[src/rtl/fpr_pkg.sv]
// Shared types, constants and codes of the framed packet receiver.
`default_nettype none
package fpr_pkg;

  // Frame length in bytes, header and end byte included.
  localparam int unsigned FRAME_LEN = 8;

  // Byte counter width and the depth of the frame byte store.
  localparam int unsigned CNT_W       = 7;
  localparam int unsigned STORE_DEPTH = 8;
  localparam int unsigned STORE_AW    = $clog2(STORE_DEPTH);

  // Frame positions that are decoded.
  localparam int unsigned POS_COLOR = 2;
  localparam int unsigned POS_X_HI  = 3;
  localparam int unsigned POS_X_LO  = 4;
  localparam int unsigned POS_Y_HI  = 5;
  localparam int unsigned POS_Y_LO  = 6;

  // Marker bytes.
  localparam logic [7:0] HDR_FIRST  = 8'h1D;
  localparam logic [7:0] HDR_SECOND = 8'hD1;
  localparam logic [7:0] END_BYTE   = 8'hED;

  // Colour bytes.
  localparam logic [7:0] COL_RED_BYTE   = 8'hFF;
  localparam logic [7:0] COL_GREEN_BYTE = 8'h3F;
  localparam logic [7:0] COL_BLUE_BYTE  = 8'h0F;

  // Colour codes on the result.
  localparam logic [1:0] COLOR_RED   = 2'd0;
  localparam logic [1:0] COLOR_GREEN = 2'd1;
  localparam logic [1:0] COLOR_BLUE  = 2'd2;
  localparam logic [1:0] COLOR_NONE  = 2'd3;

  // Recognizer phases.
  typedef enum logic [1:0] {
    PH_HUNT = 2'd0,
    PH_HDR2 = 2'd1,
    PH_DATA = 2'd2,
    PH_END  = 2'd3
  } phase_e;

  // One finished frame as handed from the front end to the back end.
  typedef struct packed {
    logic        ok;
    logic [7:0]  color_byte;
    logic [15:0] x_offset;
    logic [15:0] y_offset;
  } frame_rec_t;

endpackage
`default_nettype wire

[src/rtl/fpr_front.sv]
// Front end: accepts received bytes, tracks the frame phase and stores payload bytes.
`default_nettype none
module fpr_front (
  input  wire logic                clk_i,
  input  wire logic                rst_ni,
  input  wire logic                in_valid_i,
  output logic                     in_stall_o,
  input  wire logic [7:0]          rx_byte_i,
  input  wire logic                q_full_i,
  output logic                     push_o,
  output fpr_pkg::frame_rec_t      rec_o
);

  fpr_pkg::phase_e              phase_q, phase_d;
  logic [fpr_pkg::CNT_W-1:0]    byte_count_q, byte_count_d;
  logic [7:0]                   store_q [fpr_pkg::STORE_DEPTH];
  logic                         accept;
  logic                         store_we;
  logic [fpr_pkg::CNT_W-1:0]    count_inc;

  assign in_stall_o = q_full_i;
  assign accept     = in_valid_i && !q_full_i;
  assign count_inc  = byte_count_q + fpr_pkg::CNT_W'(1);

  always_ff @(posedge clk_i or negedge rst_ni) begin
    if (!rst_ni) begin
      phase_q      <= fpr_pkg::PH_HUNT;
      byte_count_q <= '0;
    end else begin
      phase_q      <= phase_d;
      byte_count_q <= byte_count_d;
    end
  end

  // Bytes past the store depth are payload that is never decoded.
  always_ff @(posedge clk_i) begin
    if (store_we && (byte_count_q < fpr_pkg::CNT_W'(fpr_pkg::STORE_DEPTH))) begin
      store_q[byte_count_q[fpr_pkg::STORE_AW-1:0]] <= rx_byte_i;
    end
  end

  always_comb begin
    phase_d      = phase_q;
    byte_count_d = byte_count_q;
    store_we     = 1'b0;
    push_o       = 1'b0;
    if (accept) begin
      unique case (phase_q)
        fpr_pkg::PH_HUNT: begin
          if (rx_byte_i == fpr_pkg::HDR_FIRST) begin
            store_we     = 1'b1;
            byte_count_d = count_inc;
            phase_d      = fpr_pkg::PH_HDR2;
          end else begin
            byte_count_d = '0;
          end
        end
        fpr_pkg::PH_HDR2: begin
          if (rx_byte_i == fpr_pkg::HDR_SECOND) begin
            store_we     = 1'b1;
            byte_count_d = count_inc;
            phase_d      = fpr_pkg::PH_DATA;
          end else begin
            byte_count_d = '0;
            phase_d      = fpr_pkg::PH_HUNT;
          end
        end
        fpr_pkg::PH_DATA: begin
          store_we     = 1'b1;
          byte_count_d = count_inc;
          if (count_inc >= fpr_pkg::CNT_W'(fpr_pkg::FRAME_LEN - 1)) begin
            phase_d = fpr_pkg::PH_END;
          end
        end
        fpr_pkg::PH_END: begin
          push_o       = 1'b1;
          byte_count_d = '0;
          phase_d      = fpr_pkg::PH_HUNT;
        end
        default: begin
          phase_d = fpr_pkg::PH_HUNT;
        end
      endcase
    end
  end

  assign rec_o.ok         = (rx_byte_i == fpr_pkg::END_BYTE);
  assign rec_o.color_byte = store_q[fpr_pkg::POS_COLOR];
  assign rec_o.x_offset   = {store_q[fpr_pkg::POS_X_HI], store_q[fpr_pkg::POS_X_LO]};
  assign rec_o.y_offset   = {store_q[fpr_pkg::POS_Y_HI], store_q[fpr_pkg::POS_Y_LO]};

endmodule
`default_nettype wire

[src/rtl/fpr_fifo.sv]
// Two-entry queue of finished frame records between front end and back end.
`default_nettype none
module fpr_fifo (
  input  wire logic                 clk_i,
  input  wire logic                 rst_ni,
  input  wire logic                 push_i,
  input  wire fpr_pkg::frame_rec_t  data_i,
  output logic                      full_o,
  input  wire logic                 pop_i,
  output fpr_pkg::frame_rec_t       data_o,
  output logic                      empty_o
);

  fpr_pkg::frame_rec_t mem_q [2];
  logic                wr_ptr_q, rd_ptr_q;
  logic [1:0]          count_q;

  assign full_o  = (count_q == 2'd2);
  assign empty_o = (count_q == 2'd0);
  assign data_o  = mem_q[rd_ptr_q];

  always_ff @(posedge clk_i) begin
    if (push_i) begin
      mem_q[wr_ptr_q] <= data_i;
    end
  end

  always_ff @(posedge clk_i or negedge rst_ni) begin
    if (!rst_ni) begin
      wr_ptr_q <= 1'b0;
      rd_ptr_q <= 1'b0;
      count_q  <= 2'd0;
    end else begin
      if (push_i) begin
        wr_ptr_q <= !wr_ptr_q;
      end
      if (pop_i) begin
        rd_ptr_q <= !rd_ptr_q;
      end
      if (push_i && !pop_i) begin
        count_q <= count_q + 2'd1;
      end else if (pop_i && !push_i) begin
        count_q <= count_q - 2'd1;
      end
    end
  end

endmodule
`default_nettype wire

[src/rtl/fpr_back.sv]
// Back end: decodes the colour byte, keeps the last colour and holds the result register.
`default_nettype none
module fpr_back (
  input  wire logic                 clk_i,
  input  wire logic                 rst_ni,
  input  wire logic                 q_empty_i,
  input  wire fpr_pkg::frame_rec_t  rec_i,
  output logic                      pop_o,
  output logic                      out_valid_o,
  input  wire logic                 out_stall_i,
  output logic                      frame_ok_o,
  output logic [1:0]                color_code_o,
  output logic                      color_known_o,
  output logic [15:0]               x_offset_o,
  output logic [15:0]               y_offset_o
);

  logic        valid_q;
  logic [1:0]  last_color_q, last_color_d;
  logic        ok_q, known_q, known_d;
  logic [15:0] x_q, y_q;

  assign pop_o = !q_empty_i && (!valid_q || !out_stall_i);

  always_comb begin
    last_color_d = last_color_q;
    known_d      = 1'b0;
    if (rec_i.ok) begin
      known_d = 1'b1;
      unique case (rec_i.color_byte)
        fpr_pkg::COL_RED_BYTE:   last_color_d = fpr_pkg::COLOR_RED;
        fpr_pkg::COL_GREEN_BYTE: last_color_d = fpr_pkg::COLOR_GREEN;
        fpr_pkg::COL_BLUE_BYTE:  last_color_d = fpr_pkg::COLOR_BLUE;
        default:                 known_d      = 1'b0;
      endcase
    end
  end

  always_ff @(posedge clk_i or negedge rst_ni) begin
    if (!rst_ni) begin
      valid_q      <= 1'b0;
      last_color_q <= fpr_pkg::COLOR_NONE;
    end else begin
      if (pop_o) begin
        valid_q      <= 1'b1;
        last_color_q <= last_color_d;
      end else if (!out_stall_i) begin
        valid_q <= 1'b0;
      end
    end
  end

  always_ff @(posedge clk_i) begin
    if (pop_o) begin
      ok_q    <= rec_i.ok;
      known_q <= known_d;
      x_q     <= rec_i.ok ? rec_i.x_offset : 16'd0;
      y_q     <= rec_i.ok ? rec_i.y_offset : 16'd0;
    end
  end

  assign out_valid_o   = valid_q;
  assign frame_ok_o    = ok_q;
  assign color_code_o  = last_color_q;
  assign color_known_o = known_q;
  assign x_offset_o    = x_q;
  assign y_offset_o    = y_q;

endmodule
`default_nettype wire

[src/rtl/framed_packet_receiver.sv]
// Top level of the framed packet receiver: front end, record queue and back end.
//
//  Channel  Valid        Stall        Payload
//  input    in_valid_i   in_stall_o   rx_byte_i
//  output   out_valid_o  out_stall_i  frame_ok_o, color_code_o, color_known_o,
//                                     x_offset_o, y_offset_o
//
// One received byte is taken every clock while the record queue has room; the
// phase recognizer in the front end advances with each accepted byte.
// Once the end byte is accepted, its record is written into the queue and then
// loaded into the result register, which offers it until it is taken.
// Reset is asynchronous and active low; it clears the phase, byte count,
// queue pointers, result valid and sets the last colour to none seen.
// Output stalls back up into the two-entry queue; input stalls only once that
// queue is full, so bytes that end no frame keep flowing until then.
`default_nettype none
module framed_packet_receiver (
  input  wire logic        clk_i,
  input  wire logic        rst_ni,
  input  wire logic        in_valid_i,
  output logic             in_stall_o,
  input  wire logic [7:0]  rx_byte_i,
  output logic             out_valid_o,
  input  wire logic        out_stall_i,
  output logic             frame_ok_o,
  output logic [1:0]       color_code_o,
  output logic             color_known_o,
  output logic [15:0]      x_offset_o,
  output logic [15:0]      y_offset_o
);

  // Record handoff between the front end and the queue.
  logic                push;
  logic                q_full;
  fpr_pkg::frame_rec_t push_rec;

  // Record handoff between the queue and the back end.
  logic                pop;
  logic                q_empty;
  fpr_pkg::frame_rec_t pop_rec;

  // The front end recognizes headers, counts bytes and stores the payload. At
  // the end position it emits one record, good or bad, into the queue.
  fpr_front u_front (
    .clk_i      (clk_i),
    .rst_ni     (rst_ni),
    .in_valid_i (in_valid_i),
    .in_stall_o (in_stall_o),
    .rx_byte_i  (rx_byte_i),
    .q_full_i   (q_full),
    .push_o     (push),
    .rec_o      (push_rec)
  );

  // The queue decouples byte intake from result delivery.
  fpr_fifo u_fifo (
    .clk_i   (clk_i),
    .rst_ni  (rst_ni),
    .push_i  (push),
    .data_i  (push_rec),
    .full_o  (q_full),
    .pop_i   (pop),
    .data_o  (pop_rec),
    .empty_o (q_empty)
  );

  // The back end maps the colour byte, keeps the last known colour in record
  // order and drives the registered result.
  fpr_back u_back (
    .clk_i         (clk_i),
    .rst_ni        (rst_ni),
    .q_empty_i     (q_empty),
    .rec_i         (pop_rec),
    .pop_o         (pop),
    .out_valid_o   (out_valid_o),
    .out_stall_i   (out_stall_i),
    .frame_ok_o    (frame_ok_o),
    .color_code_o  (color_code_o),
    .color_known_o (color_known_o),
    .x_offset_o    (x_offset_o),
    .y_offset_o    (y_offset_o)
  );

  // The front end never writes a record into a full queue.
  assert property (@(posedge clk_i) disable iff (!rst_ni) !(push && q_full))
    else $error("record pushed into a full queue");

  // The back end never takes a record from an empty queue.
  assert property (@(posedge clk_i) disable iff (!rst_ni) !(pop && q_empty))
    else $error("record popped from an empty queue");

  // A frame without its end byte reports no colour and zero offsets.
  assert property (@(posedge clk_i) disable iff (!rst_ni)
    (out_valid_o && !frame_ok_o) |->
      (!color_known_o && (x_offset_o == 16'd0) && (y_offset_o == 16'd0)))
    else $error("bad frame result carries data");

  // A recognized colour is always a real colour code.
  assert property (@(posedge clk_i) disable iff (!rst_ni)
    (out_valid_o && color_known_o) |-> (color_code_o != fpr_pkg::COLOR_NONE))
    else $error("known colour reported as none");

endmodule
`default_nettype wire
[config.mk]
export PLATFORM = sky130hd
export DESIGN_NAME = framed_packet_receiver
export DESIGN_NICKNAME = d
export VERILOG_FILES = /design/src/rtl/fpr_pkg.sv /design/src/rtl/fpr_front.sv /design/src/rtl/fpr_fifo.sv /design/src/rtl/fpr_back.sv /design/src/rtl/framed_packet_receiver.sv
export SDC_FILE = /design/constraint.sdc
export NUM_CORES = 1
export LEC_CHECK = 0
export BUFFER_PORTS_ARGS = -buffer_cell sky130_fd_sc_hd__buf_4
export CAP_MARGIN = 10
export CORE_ASPECT_RATIO = 1.75
export CORE_UTILIZATION = 63
export CTS_BUF_LIST = sky130_fd_sc_hd__clkbuf_4 sky130_fd_sc_hd__clkbuf_8 sky130_fd_sc_hd__clkbuf_16
export DETAILED_ROUTE_END_ITERATION = 10
export PLACE_DENSITY = 0.87
export SLEW_MARGIN = 20
export SYNTH_ARGS = -nofsm -noshare
export SYNTH_HDL_FRONTEND = slang
export SYNTH_SLANG_ARGS = --single-unit
[constraint.sdc]
create_clock -name clk_i -period 9.9 [get_ports clk_i]
set_input_delay 0.495 -clock clk_i [delete_from_list [all_inputs] [get_ports clk_i]]
set_output_delay 0.495 -clock clk_i [all_outputs]
set_load 0.02 [all_outputs]
# After elaboration in Yosys (flattened, before gate mapping)

Memories as Yosys holds them, arrays and structs flattened.
Index checks and enable logic that the tools add are counted.

$add $sub $neg: 3
Magnitude comparators: 2
Equal/unequal tests: 13
Mux-type cells: 23
Reduce and logical (&&, ||, !) cells: 21

Operators with widths:

| cell                                                               | count |
|---|---|
| one-hot mux 7 bit (4 select lines)                                 | 1 |
| == test 8 bit (second input constant)                              | 3 |
| 2-to-1 mux 7 bit                                                   | 2 |
| 2-to-1 mux 1 bit                                                   | 12 |
| 2-to-1 mux 2 bit                                                   | 5 |
| == test 8 x 4 -> 1 bit (second input constant)                     | 1 |
| == test 8 x 5 -> 1 bit (second input constant)                     | 1 |
| == test 8 x 6 -> 1 bit (second input constant)                     | 1 |
| zero test 1 bit                                                    | 8 |
| one-hot mux 2 bit (4 select lines)                                 | 1 |
| adder 7 x 1 -> 7 bit (second input constant)                       | 1 |
| greater-or-equal comparator 7 x 3 -> 1 bit (second input constant) | 1 |
| < comparator 7 x 4 -> 1 bit (second input constant)                | 1 |
| == test 2 bit (second input constant)                              | 3 |
| != test 2 x 1 -> 1 bit (second input constant)                     | 3 |
| one-hot mux 2 bit (3 select lines)                                 | 1 |
| AND reduction 3 bit                                                | 2 |
| logical AND 1 bit                                                  | 5 |
| zero test 2 bit                                                    | 2 |
| one-hot mux 1 bit (3 select lines)                                 | 1 |
| nonzero test 3 bit                                                 | 1 |
| OR reduction 3 bit                                                 | 1 |
| adder 2 x 1 -> 2 bit (second input constant)                       | 1 |
| == test 2 x 1 -> 1 bit (second input constant)                     | 1 |
| other kinds (3)                                                    | 3 |

Register bits after elaboration: 50
Memory bits (writable): 146
Input port bits: 12
Output and inout bits: 38
Word-level logic and storage cells: 75
Memories: 2

Memories:

| memory          | depth | bits a word | rd ports | clocked after memory_dff | wr ports | line            | source |
|---|---|---|---|---|---|---|---|
| u_fifo.mem_q    | 2     | 41          | 1        | 0                        | 1        | fpr_fifo.sv:14  | `fpr_pkg::frame_rec_t mem_q [2];` |
| u_front.store_q | 8     | 8           | 5        | 0                        | 1        | fpr_front.sv:16 | `logic [7:0] store_q [fpr_pkg::STORE_DEPTH];` |

# Logic depth before layout (Yosys ltp)

Gate-level depths: netlist of run 1.

Word-level depth: 8
Mapped depth: 8
Gate-level depth less buffers: 8

# Modules after synthesis

From an unflattened synthesis of run 1, not the netlist that was laid out.

Cells, all modules: 359
Area total of the unflattened synthesis: 6686.4 µm²

By module, submodules not included:

| module    | times used | cells an instance | area an instance (µm²) | seq. area each (µm²) |
|---|---|---|---|---|
| fpr_fifo  | 1          | 144               | 3348.2                 | 2562.5 |
| fpr_front | 1          | 129               | 1921.8                 | 1426.4 |
| fpr_back  | 1          | 86                | 1416.4                 | 1098.6 |

# Least setup slack after synthesis of run 1

OpenSTA, ideal clock, no wires.

Path type: input port to flip-flop
Start: in out_stall_i
End: reg u_fifo.count_q[1]
Setup time: 79 ps
Arrival: 3166 ps
Required time: 9821 ps
Path slack: 6655 ps
Stages on the path: 6
Cell sequence: a21oi_1 > inv_1 > ha_1 > xor2_1 > nor2_1 > xor2_1

Word-level cells in the longest chain between the ends: 6
Elaborated cells between the ends (all ways): 8

Ends and longest elaborated chain:

| what                                                          | line                         | source |
|---|---|---|
| from (decl)                                                   | framed_packet_receiver.sv:24 | `input wire logic out_stall_i,` |
| zero test 1 bit *                                             | fpr_back.sv:23               | `assign pop_o = !q_empty_i && (!valid_q \|\| !out_stall_i);` |
| logical OR 1 bit *                                            | fpr_back.sv:23               |  |
| logical AND 1 bit *                                           | fpr_back.sv:23               |  |
| zero test 1 bit                                               | fpr_fifo.sv:40               | `if (push_i && !pop_i) begin` |
| logical AND 1 bit                                             | fpr_fifo.sv:40               |  |
| 2-to-1 mux 2 bit / nonzero test 2 bit (equally long branches) | n/a                          |  |
| to (signal assigned)                                          | fpr_fifo.sv:41               | `count_q <= count_q + 2'd1;` |
| to (signal assigned)                                          | fpr_fifo.sv:43               | `count_q <= count_q - 2'd1;` |
| to (decl)                                                     | fpr_fifo.sv:16               | `logic [1:0] count_q;` |

Every way passes the cells marked *; elsewhere a longest branch is shown, timed or not.
A chain may end at the register's enable or synchronous reset.

# Worst setup path after layout of run 1

Start: in rx_byte_i[5]
End: mem u_front.store_q[5][7] (enable)

Word-level cells in the longest chain between the ends: 7
Elaborated cells between the ends (all ways): 9

Ends and longest elaborated chain:

| what                                                           | line                             | source |
|---|---|---|
| from (decl)                                                    | framed_packet_receiver.sv:22     | `input wire logic [7:0] rx_byte_i,` |
| == test 8 bit / == test 8 x 5 -> 1 bit (equally long branches) | fpr_front.sv:59, fpr_front.sv:50 |  |
| 2-to-1 mux 1 bit, on equally long branches                     | fpr_front.sv:59, fpr_front.sv:50 |  |
| one-hot mux 1 bit (3 select lines) *                           | fpr_front.sv:48                  | `unique case (phase_q)` |
| 2-to-1 mux 1 bit *                                             | fpr_front.sv:47                  | `if (accept) begin` |
| logical AND 1 bit *                                            | fpr_front.sv:37                  | `if (store_we && (byte_count_q < fpr_pkg::CNT_W'(fpr_pkg::STORE_DEPTH))) begin` |
| 2-to-1 mux 1 bit *                                             | fpr_front.sv:37                  |  |
| 2-to-1 mux 1 bit (not written as such) *                       | fpr_front.sv:38                  | `store_q[byte_count_q[fpr_pkg::STORE_AW-1:0]] <= rx_byte_i;` |
| to (decl)                                                      | fpr_front.sv:16                  |  |

Marks and branches as above.

==> results_dict.tcl, run 1 <==
set metrics [dict create \
    crit_arrival_ns 2.59 \
    cp_data_required_time_ns 9.94 \
    seq_power_share_pct 46.9 \
    gr-usage-all-layers_pct 21.2 \
    placed_area_mm2 0.00687 \
    htreeDepth 4 \
    gr-total-overflow 0 \
    post-cts-setup-buffer-count 0 \
    ys.flop_type "sky130_fd_sc_hd__edfxtp_1" \
    pre_cts_slack_ns 6.72 \
    crit_chain "buf_4 -> or4b_1 -> o21ai_2 -> mux2i_2 -> nor4_2" \
    diodes 0 \
    max_clock_freq_ghz 0.392 \
    cts-buffers-inserted 17 \
    finalHoldWorstSlack_ns 0.310 \
    fp.coreArea_mm2 0.00979 \
    final-max-slew-violation-count 0 \
    ys_seq_area_share_pct 80.4 \
    drive_above_1_share_pct 25.5 \
    clock_network_fraction_of_design_power_pct 33.1 \
    synth_top_cell_area_share_pct 74.0 \
    final-setup-viol-count 0 \
    final_nets 434 \
    syn-mean-instance-area_um2 17.9 \
    synth.top_cells.by_area "sky130_fd_sc_hd__edfxtp_1 74%, sky130_fd_sc_hd__dfrtp_1 5.5%, sky130_fd_sc_hd__mux2i_1 5.4%, sky130_fd_sc_hd__nor2_1 2.4%, sky130_fd_sc_hd__xor2_1 0.97%" \
    drcViolationCount 0 \
    yosysTopAreaCell "sky130_fd_sc_hd__edfxtp_1" \
    irDropWorstVdd_uv 239 \
    layout.cell_area.non_filler_mm2 0.00751 \
    first_pass_iters 4 \
    slack_of_the_critical_path_ns 7.35 \
    clkSinkCount 172 \
    worst_path_max_delay_cell "sky130_fd_sc_hd__nor4_2" \
    gp_routability_congestion 0.858 \
    wire_length_of_the_first_global_routing_pass_mm 15.4 \
    clockBufferDepth 2 \
    grt_start_max_net_pins 43 \
    critPathKind "in -> reg" \
    post-route-period-util_pct 25.7 \
    initial_standard_cell_utilization_of_the_core_pct 64.7 \
    setup.worst_path.start_class "input pin" \
    io_buffers 49 \
    cts.clk_slew.worst_paths_ns 0.06 \
    ys_types 46 \
    hold_viol 0 \
    critPathTopFamily "simple AND/OR/NAND/NOR gates" \
    ant_nets 0 \
    route.vias.total 3176 \
    internal-power_mw 1.39 \
    worst-slew-pin-transition_ns 0.993 \
    syn_to_final_growth_pct 18.6 \
    detail_route.iter0.violations 236 \
    cts-root-buf "sky130_fd_sc_hd__clkbuf_16" \
    cpPeakStageDelay_ns 0.92 \
    crit_buf_inv 1 \
    synthCells 354 \
    drt-vias-per-instance 5.70 \
    async_flop_share_pct 9.30 \
    postCtsResizedCells 0 \
    vias_in_the_first_global_route 3038 \
    antenna_found_initial 0 \
    p_switching_uw 535 \
    die_height_um 135 \
    die_w_um 77.8 \
    sw_frac_of_total_pct 27.9 \
    worstSetupEndpointType "flip-flop" \
    timing.final.crit_period_ns 2.55 \
    synthesis.yosys.warnings 0 \
    final.setup.tns_ns 0 \
    synth_fp_nets 369 \
    finalPower_mw 1.92 \
    mappedNetlistArea_mm2 0.00633 \
    detailedPlacementHpwl_mm 6.82 \
    stdcell_count 557 \
    outcome "complete, no violations" \
    critPathMaxFanout 11 \
    rsz0062_at_grt "no" \
    wl_per_cell_um 19.0 \
    worst_slew_margin_pct 33.2 \
    power_density_mw_per_mm2 256 \
    number_of_synthesized_flops_with_an_enable_pin 156 \
    cap_viol_max_count 0 \
    placed_insts 522 \
    placementRows 48 \
    num_io_pins 50 \
    ys_ff_latch 172 \
    clock-skew-final_ns 0.00686 \
    clkLatencyLatePin_ns 0.42 \
    combinationalPowerShare_pct 20.0 \
    worstHoldPathType "in -> reg" \
    tritoncts_clock_tree "yes" \
    wirelength_mm 10.6 \
    die_area_mm2 0.0105 \
    leakage_nw 2.69 \
    final_core_util_pct 76.7 \
]
## power by group through the flow
stage	clock network (mW)	logic [mW]	registers, mW
floorplan	0	0.164	1.00
global placement	0	0.379	0.916
detailed placement	0	0.385	0.918
CTS	0.645	0.388	0.902
global route	0.675	0.411	0.907
finish	0.636	0.385	0.901
## routing by layer
layer	share of wire (%)	wire length (um)	vias to the layer above	global-route usage (%)
met3	4.6	483	21	6.96
met5	0	0	-	0
li1	-	-	1476	-
met1	36	3760	1576	21.8
met2	57	6010	103	38.1
met4	2.9	303	0	10.7
## cells in the final DEF, fill, tap and decap left out, types with 2 or more instances in the layout
cell	n
sky130_fd_sc_hd__edfxtp_1	156
sky130_fd_sc_hd__buf_4	53
sky130_fd_sc_hd__nor2_1	39
sky130_fd_sc_hd__mux2i_1	32
sky130_fd_sc_hd__clkbuf_16	17
sky130_fd_sc_hd__nand2_1	16
sky130_fd_sc_hd__dfrtp_1	13
sky130_fd_sc_hd__nand3_1	8
sky130_fd_sc_hd__inv_6	8
sky130_fd_sc_hd__inv_1	7
sky130_fd_sc_hd__xor2_1	7
sky130_fd_sc_hd__nand4b_1	4
sky130_fd_sc_hd__xnor2_1	4
sky130_fd_sc_hd__o31ai_2	4
sky130_fd_sc_hd__or4b_1	3
sky130_fd_sc_hd__nor3_2	3
sky130_fd_sc_hd__nand3b_1	3
sky130_fd_sc_hd__o22ai_1	3
sky130_fd_sc_hd__ha_1	3
sky130_fd_sc_hd__clkinvlp_4	3
sky130_fd_sc_hd__mux2i_2	2
sky130_fd_sc_hd__nor2_4	2
sky130_fd_sc_hd__nand4_1	2
sky130_fd_sc_hd__o211ai_1	2
sky130_fd_sc_hd__nor3b_1	2
sky130_fd_sc_hd__nor3_1	2
sky130_fd_sc_hd__mux2_2	2
sky130_fd_sc_hd__clkinv_4	2
sky130_fd_sc_hd__dfstp_2	2
## synth_stat cells (2+ instances only)
| cell | n |
|---|---|
| sky130_fd_sc_hd__mux2i_1 | 34 |
| sky130_fd_sc_hd__nor2_1 | 41 |
| sky130_fd_sc_hd__buf_2 | 4 |
| sky130_fd_sc_hd__nor3_2 | 2 |
| sky130_fd_sc_hd__xor2_1 | 7 |
| sky130_fd_sc_hd__or4b_1 | 3 |
| sky130_fd_sc_hd__ha_1 | 3 |
| sky130_fd_sc_hd__xnor2_1 | 4 |
| sky130_fd_sc_hd__inv_1 | 7 |
| sky130_fd_sc_hd__nand3b_1 | 3 |
| sky130_fd_sc_hd__mux2_2 | 2 |
| sky130_fd_sc_hd__nand2_1 | 16 |
| sky130_fd_sc_hd__dfstp_2 | 2 |
| sky130_fd_sc_hd__clkbuf_1 | 5 |
| sky130_fd_sc_hd__nor3_1 | 3 |
| sky130_fd_sc_hd__a21oi_1 | 2 |
| sky130_fd_sc_hd__nor3b_1 | 2 |
| sky130_fd_sc_hd__nand4_1 | 2 |
| sky130_fd_sc_hd__o211ai_1 | 2 |
| sky130_fd_sc_hd__o22ai_1 | 3 |
| sky130_fd_sc_hd__dfrtp_1 | 14 |
| sky130_fd_sc_hd__nand3_1 | 8 |
| sky130_fd_sc_hd__edfxtp_1 | 156 |
| sky130_fd_sc_hd__o31ai_2 | 4 |
| sky130_fd_sc_hd__nand4b_1 | 4 |
## tightest hold or removal path, stage by stage
cell and delay (ns):
sky130_fd_sc_hd__buf_4 0.10, sky130_fd_sc_hd__nand2_1 0.05, sky130_fd_sc_hd__nand2_1 0.05
## flip-flops by register name, indices dropped and copies added (netlist names), named ones only
register,count
u_fifo.wr_ptr_q,1
u_fifo.mem_q,82
u_front.byte_count_q,7
u_back.x_offset_o,16
u_fifo.count_q,2
u_back.y_offset_o,16
u_front.store_q,40
u_back.out_valid_o,1
u_fifo.rd_ptr_q,1
u_back.color_known_o,1
u_front.phase_q,1
u_back.color_code_o,2
u_back.frame_ok_o,1
## cell type report
class	instances	area (um2)
inverter	7	26.3
clock buffer	17	425
timing repair buffer	56	455
multi-input combinational	165	1200
clock inverter	15	151
tap	125	156
sequential	172	5090
fill	538	2280
## kinds of logic (layout without fill, tap and decap cells)
logic type | count (synthesis) | after routing | share of synthesized area, %
adders and majority gates | 3 | 3 | 0.593
AOI/OAI and AO/OA | 20 | 20 | 2.63
buffers and inverters | 17 | 95 | 1.21
xor gates and xnor gates | 11 | 11 | 1.52
muxes | 36 | 36 | 5.73
DFF | 172 | 172 | 80.4
and+or+nand+nor | 95 | 95 | 7.95
## timing repair
action / CTS / global route
setup endpoints to repair: 0 / 0
hold endpoints to repair: 14 / 0
hold buffers: 1 / 0
## worst paths after layout
kind | depth (start not counted) | slack [ns] | startpoint | end
worst max-delay path | 5 | 7.35 | rx_byte_i[5] | u_front.store_q[5][7]
worst min-delay path | 3 | 0.31 | out_stall_i | u_back.out_valid_o
worst max register to register | 3 | 7.37 | u_fifo.count_q[0] | u_front.store_q[5][7]
worst min register to register | 0 | 0.45 | u_front.store_q[6][1] | u_fifo.mem_q[0][1]
max in group asynchronous | 2 | 9.17 | rst_ni | u_back.color_code_o[1]
min in group asynchronous | 2 | 0.47 | rst_ni | u_fifo.wr_ptr_q
Power figures use the tool's default switching activity.
==> run 2: changes to the inputs <==
--- a/config.mk
+++ b/config.mk
@@ -8,10 +8,10 @@
 export BUFFER_PORTS_ARGS = -buffer_cell sky130_fd_sc_hd__buf_4
 export CAP_MARGIN = 10
 export CORE_ASPECT_RATIO = 1.75
-export CORE_UTILIZATION = 63
+export CORE_UTILIZATION = 59
 export CTS_BUF_LIST = sky130_fd_sc_hd__clkbuf_4 sky130_fd_sc_hd__clkbuf_8 sky130_fd_sc_hd__clkbuf_16
 export DETAILED_ROUTE_END_ITERATION = 10
-export PLACE_DENSITY = 0.87
+export PLACE_DENSITY = 0.83
 export SLEW_MARGIN = 20
 export SYNTH_ARGS = -nofsm -noshare
 export SYNTH_HDL_FRONTEND = slang
==> constraint.sdc (replaced) <==
create_clock -name clk_i -period 2.4 [get_ports clk_i]
set_input_delay 0.12 -clock clk_i [delete_from_list [all_inputs] [get_ports clk_i]]
set_output_delay 0.12 -clock clk_i [all_outputs]
set_load 0.02 [all_outputs]
==> run 2 against run 1 <==
Against the previous run:
- routed wire length rose by 0.26%
- design area up 2.1%
- power grew to 4.2 times the previous value
- highest routed layer unchanged
- sequential share of layout area shrank 1.4 points
- count of clock-buffer cells in the layout stayed put
- cell count up 3.1%
- global-route usage rose by 0.18 points
- critical path type unchanged
- critical path depth grew 2
- sequential cell count did not move
==> results_dict.tcl, run 2 (synthesized netlist as in run 1, its figures left out) <==
set metrics [dict create \
    global_route.usage.met1_pct 24.2 \
    crit_chain "dlygate4sd3_1 -> buf_4 -> or4b_1 -> o21ai_2 -> mux2i_1 -> nor4_2 -> buf_4" \
    worstHoldStart "in_valid_i" \
    hold_viol 0 \
    most_common_cell_after_layout_fill_and_taps_aside "sky130_fd_sc_hd__edfxtp_1" \
    gp_routability_congestion 0.802 \
    leakage_nw 2.78 \
    largest_register_ffs 82 \
    die_area_mm2 0.0112 \
    power_density_mw_per_mm2 1060 \
    critPathTopFamily "buffers and inverters" \
    antenna_found_initial 0 \
    cpPeakStageDelay_ns 0.56 \
    tritoncts_clock_tree "yes" \
    die_height_um 139 \
    clock-skew-final_ns 0.0103 \
    die_w_um 80.3 \
    vias_in_the_first_global_route 3342 \
    final_nets 449 \
    timing.final.crit_period_ns 2.24 \
    cts.clk_slew.worst_paths_ns 0.06 \
    detail_route.iter0.violations 134 \
    drive_above_1_share_pct 24.6 \
    placed_insts 532 \
    crit_arrival_ns 2.35 \
    worstSetupEndpointType "flip-flop" \
    initial_standard_cell_utilization_of_the_core_pct 61.1 \
    detailedPlacementHpwl_mm 6.72 \
    crit_buf_inv 3 \
    max_clock_freq_ghz 0.447 \
    worst_hold_path.num_cells 4 \
    critPathKind "in -> reg" \
    layout.cell_area.non_filler_mm2 0.00766 \
    worst_slew_margin_pct 53.0 \
    fp.coreArea_mm2 0.0104 \
    placementRows 49 \
    pre_cts_slack_ns 0.319 \
    gr-usage-met2_pct 35.4 \
    cts-root-buf "sky130_fd_sc_hd__clkbuf_16" \
    gr-total-overflow 0 \
    placed_area_mm2 0.00695 \
    grt_start_max_net_pins 42 \
    route.vias.total 3255 \
    setup.worst_path.start_class "input pin" \
    htreeDepth 4 \
    irDropWorstVdd_uv 682 \
    cp_num_cells 7 \
    first_pass_iters 4 \
    finalHoldWorstSlack_ns 0.0839 \
    clock_network_fraction_of_design_power_pct 33.9 \
    post-cts-setup-buffer-count 0 \
    stdcell_count 574 \
    r2r.worst_path.cells 4 \
    drcViolationCount 0 \
    final-setup-viol-count 0 \
    cp_data_required_time_ns 2.51 \
    io_buffers 49 \
    timing.critical_path.from "rx_byte_i[7]" \
    worst-slew-pin-transition_ns 0.686 \
    worst_path_max_delay_cell "sky130_fd_sc_hd__dlygate4sd3_1" \
    final-max-slew-violation-count 0 \
    drt-vias-per-instance 5.67 \
    registers.top_by_ff_count "u_fifo.mem_q" \
    sw_frac_of_total_pct 26.1 \
    outcome "complete, no violations" \
    critPathMostFrequentCell "sky130_fd_sc_hd__buf_4" \
    seq_power_share_pct 46.4 \
    p_switching_mw 2.11 \
    layout.filler_cells 572 \
    ant_nets 0 \
    cts-buffers-inserted 17 \
    critPathMaxFanout 8 \
    internal-power_mw 5.99 \
    wire_length_of_the_first_global_routing_pass_mm 16.7 \
    clkSinkCount 172 \
    gr-usage-all-layers_pct 21.4 \
    rsz0062_at_grt "no" \
    multi_input_comb_area_mm2 0.00120 \
    clockBufferDepth 2 \
    mostFrequentLayoutCells "156 x sky130_fd_sc_hd__edfxtp_1, 59 x sky130_fd_sc_hd__buf_4, 39 x sky130_fd_sc_hd__nor2_1" \
    syn_to_final_growth_pct 21.1 \
    wirelength_mm 10.6 \
    finalPower_mw 8.11 \
    post-route-period-util_pct 93.3 \
    diodes 0 \
    worstHoldPathType "in -> reg" \
    clkLatencyLatePin_ns 0.41 \
    wl_per_cell_um 18.5 \
    num_io_pins 50 \
    met3_usage_pct 5.00 \
    grt_most_used_layer "met2" \
    cap_viol_max_count 0 \
    reg2reg_from "u_front.byte_count_q[3]" \
    combinationalPowerShare_pct 19.8 \
    slack_of_the_critical_path_ns 0.162 \
    layout.area.seq_mm2 0.00509 \
]
[run 2: path summary, 6_finish.rpt]
kind / endpoint / slack [ns]
worst min-delay path: u_front.byte_count_q[2] / 0.08
worst min register to register: u_fifo.mem_q[1][1] / 0.45
worst max register to register: u_front.store_q[2][5] / 0.30
worst max-delay path: u_front.store_q[5][3] / 0.16
min in group asynchronous: u_front.byte_count_q[1] / 0.11
max in group asynchronous: u_back.color_code_o[1] / 2.04
[run 2: area by class of cell]
type / instances / share of cell area [%]
clock buffer: 17 / 5.55
multi-input combinational: 165 / 15.7
tap: 127 / 2.07
timing repair buffer: 71 / 7.61
sequential: 172 / 66.4
inverter: 7 / 0.343
clock inverter: 15 / 2.33
[run 2: repair_timing]
item	4_1_cts	5_1_grt
hold buffers	10	0
resized for setup	0	1
hold endpoints to repair	57	0
setup endpoints to repair	0	8
[run 2: per-layer routing]
layer  wire length (um)  part of all wire [%]
met1               4080                    39
met2               5730                    54
met3                343                   3.2
met4                442                   4.2
met5                  0                     0
[run 2: worst reg2reg max path: cells and delay by family (launching register included)]
kind,cells,cell delay [ns]
simple gates,3,1.20
flops,1,0.42
buf+inv,1,0.18
[run 2: power by group through the flow]
| stage | clock network, mW | registers (mW) | logic (mW) |
|---|---|---|---|
| finish | 2.75 | 3.76 | 1.60 |
| global route | 2.90 | 3.79 | 1.72 |
| CTS | 2.80 | 3.76 | 1.62 |
| detailed placement | 0 | 3.82 | 1.59 |
| global placement | 0 | 3.81 | 1.55 |
| floorplan | 0 | 4.12 | 0.679 |
[run 2: through the flow]
step / util (%) / setup TNS [ns]
2_1_floorplan: - / -3.42
3_3_place_gp: 67.1 / 0
3_5_place_dp: 67.1 / 0
4_1_cts: 73.9 / 0
5_1_grt: 74.0 / 0
6_report: 74.0 / 0
==> run 3: changes to the inputs <==
--- a/config.mk
+++ b/config.mk
@@ -12,6 +12,7 @@
 export CTS_BUF_LIST = sky130_fd_sc_hd__clkbuf_4 sky130_fd_sc_hd__clkbuf_8 sky130_fd_sc_hd__clkbuf_16
 export DETAILED_ROUTE_END_ITERATION = 10
 export PLACE_DENSITY = 0.83
+export SETUP_SLACK_MARGIN = 0.3
 export SLEW_MARGIN = 20
 export SYNTH_ARGS = -nofsm -noshare
 export SYNTH_HDL_FRONTEND = slang
==> run 3 against run 2 <==
Against the previous run:
- sequential power about the same
- routed wire length increased by 11%
- non-clock buffer count increased by 5
- count of clock-buffer cells in the layout unchanged
- first-iteration DRC count increased by 99%
- die area unchanged
- power increased by 1.8%
- sequential cell count unchanged
- cell count increased by 0.87%
- critical endpoint is now u_front.store_q[4][6]
- clock skew decreased by 0.0029 ns
- design area increased by 1.7%
- register-to-register slack improved by 0.04 ns
==> results_dict.tcl, run 3 (synthesized netlist as in run 1, its figures left out) <==
set metrics [dict create \
    outcome "complete, no violations" \
    most_common_cell_after_layout_fill_and_taps_aside "sky130_fd_sc_hd__edfxtp_1" \
    critPathMaxFanout 8 \
    htreeDepth 4 \
    ant_nets 0 \
    first_pass_iters 5 \
    power_density_mw_per_mm2 1060 \
    placementRows 49 \
    fp.coreArea_mm2 0.0104 \
    sw_frac_of_total_pct 25.9 \
    hold_viol 0 \
    largest_register_ffs 82 \
    clkLatencyLatePin_ns 0.42 \
    timing.final.crit_period_ns 2.06 \
    layout.area.seq_mm2 0.00509 \
    gr-usage-all-layers_pct 23.3 \
    r2r.worst_path.cells 4 \
    combinationalPowerShare_pct 19.8 \
    internal-power_mw 6.12 \
    wl_per_cell_um 20.2 \
    setup.worst_path.start_class "flip-flop" \
    wirelength_mm 11.7 \
    clock-skew-final_ns 0.00740 \
    p_switching_mw 2.14 \
    crit_arrival_ns 2.20 \
    pre_cts_slack_ns 0.175 \
    route.vias.total 3386 \
    slack_of_the_critical_path_ns 0.343 \
    gp_routability_congestion 0.786 \
    drive_above_1_share_pct 27.0 \
    final-setup-viol-count 0 \
    max_clock_freq_ghz 0.486 \
    final-max-slew-violation-count 0 \
    wire_length_of_the_first_global_routing_pass_mm 18.0 \
    drt-vias-per-instance 5.85 \
    multi_input_comb_area_mm2 0.00123 \
    io_buffers 49 \
    seq_power_share_pct 45.4 \
    die_area_mm2 0.0112 \
    rsz0062_at_grt "no" \
    detailedPlacementHpwl_mm 6.95 \
    mostFrequentLayoutCells "156 x sky130_fd_sc_hd__edfxtp_1, 61 x sky130_fd_sc_hd__buf_4, 39 x sky130_fd_sc_hd__nor2_1" \
    critPathKind "reg -> reg" \
    finalHoldWorstSlack_ns 0.0662 \
    gr-total-overflow 0 \
    antenna_found_initial 0 \
    final.setup.tns_ns 0 \
    worst_slew_margin_pct 31.0 \
    cts-buffers-inserted 17 \
    final_nets 454 \
    worst_hold_path.num_cells 4 \
    grt_start_max_net_pins 42 \
    cp_data_required_time_ns 2.54 \
    tritoncts_clock_tree "yes" \
    cts-root-buf "sky130_fd_sc_hd__clkbuf_16" \
    die_height_um 139 \
    diodes 0 \
    worst-slew-pin-transition_ns 1.01 \
    initial_standard_cell_utilization_of_the_core_pct 61.1 \
    die_w_um 80.3 \
    clockBufferDepth 2 \
    worstHoldPathType "in -> reg" \
    irDropWorstVdd_uv 729 \
    cts.clk_slew.worst_paths_ns 0.06 \
    num_io_pins 50 \
    post-route-period-util_pct 85.7 \
    cap_viol_max_count 0 \
    vias_in_the_first_global_route 3451 \
    drcViolationCount 0 \
    clkSinkCount 172 \
    registers.top_by_ff_count "u_fifo.mem_q" \
    worstSetupEndpointType "flip-flop" \
    detail_route.iter0.violations 266 \
    layout.filler_cells 577 \
    clock_network_fraction_of_design_power_pct 34.8 \
    syn_to_final_growth_pct 23.1 \
    leakage_nw 2.86 \
]
run 3: cell type report:
cell class              count  share of cell area [%]
multi-input cells         165                    15.8
clock inverters            15                    2.60
repair buffers             76                    8.45
flip-flops and latches    172                    65.3
inverters                   7                   0.337
well taps                 127                    2.04
clock buffers              17                    5.46
run 3: repair_timing:
action / CTS / global route
gates resized for setup: 0 / 1
endpoints found under the setup margin: 16 / 17
buffers inserted: 6 / 1
pin swaps: 3 / 2
hold buffers: 10 / 0
hold endpoints to repair: 57 / 0
run 3: critical path, stage by stage (launching register included):
cell and delay (ns):
sky130_fd_sc_hd__dfrtp_1 0.38, sky130_fd_sc_hd__or4_4 0.56, sky130_fd_sc_hd__or4b_4 0.52, sky130_fd_sc_hd__nor3_4 0.16, sky130_fd_sc_hd__buf_12 0.15
run 3: worst paths after layout:
path | startpoint | end | slack [ns]
max | u_front.byte_count_q[5] | u_front.store_q[4][6] | 0.34
min | in_valid_i | u_front.byte_count_q[2] | 0.07
max reg2reg | u_front.byte_count_q[5] | u_front.store_q[4][6] | 0.34
min reg2reg | u_front.store_q[3][0] | u_fifo.mem_q[1][24] | 0.45
max in group asynchronous | rst_ni | u_back.color_code_o[1] | 2.05
min in group asynchronous | rst_ni | asynchronous set/reset pin | 0.10
run 3: per-layer routing:
metal | GRT usage, % | part of all wire [%] | routed length, um
met3 | 5.33 | 5.3 | 616
met1 | 24.9 | 35 | 4120
met2 | 39.9 | 55 | 6420
met5 | 0 | 0 | 0
met4 | 15.6 | 4.9 | 575
run 3: power by group through the flow:
| stage | registers (mW) | logic [mW] | clock network (mW) |
|---|---|---|---|
| CTS | 3.75 | 1.64 | 2.91 |
| detailed placement | 3.81 | 1.62 | 0 |
| finish | 3.75 | 1.63 | 2.87 |
| global route | 3.78 | 1.75 | 3.01 |
| floorplan | 4.12 | 0.690 | 0 |
| global placement | 3.80 | 1.57 | 0 |
run 3: per-stage QoR:
| stage | power [mW] | instances | utilization (%) | cell area, um2 |
|---|---|---|---|---|
| finish | 8.25 | 579 | 75.2 | 7790 |
| global route | 8.53 | 579 | 75.2 | 7790 |
| CTS | 8.31 | 578 | 75.1 | 7780 |
| detailed placement | 5.43 | 530 | 67.4 | 6980 |
| global placement | 5.37 | 530 | 67.4 | 6980 |
| floorplan | 4.81 | 354 | - | 6380 |
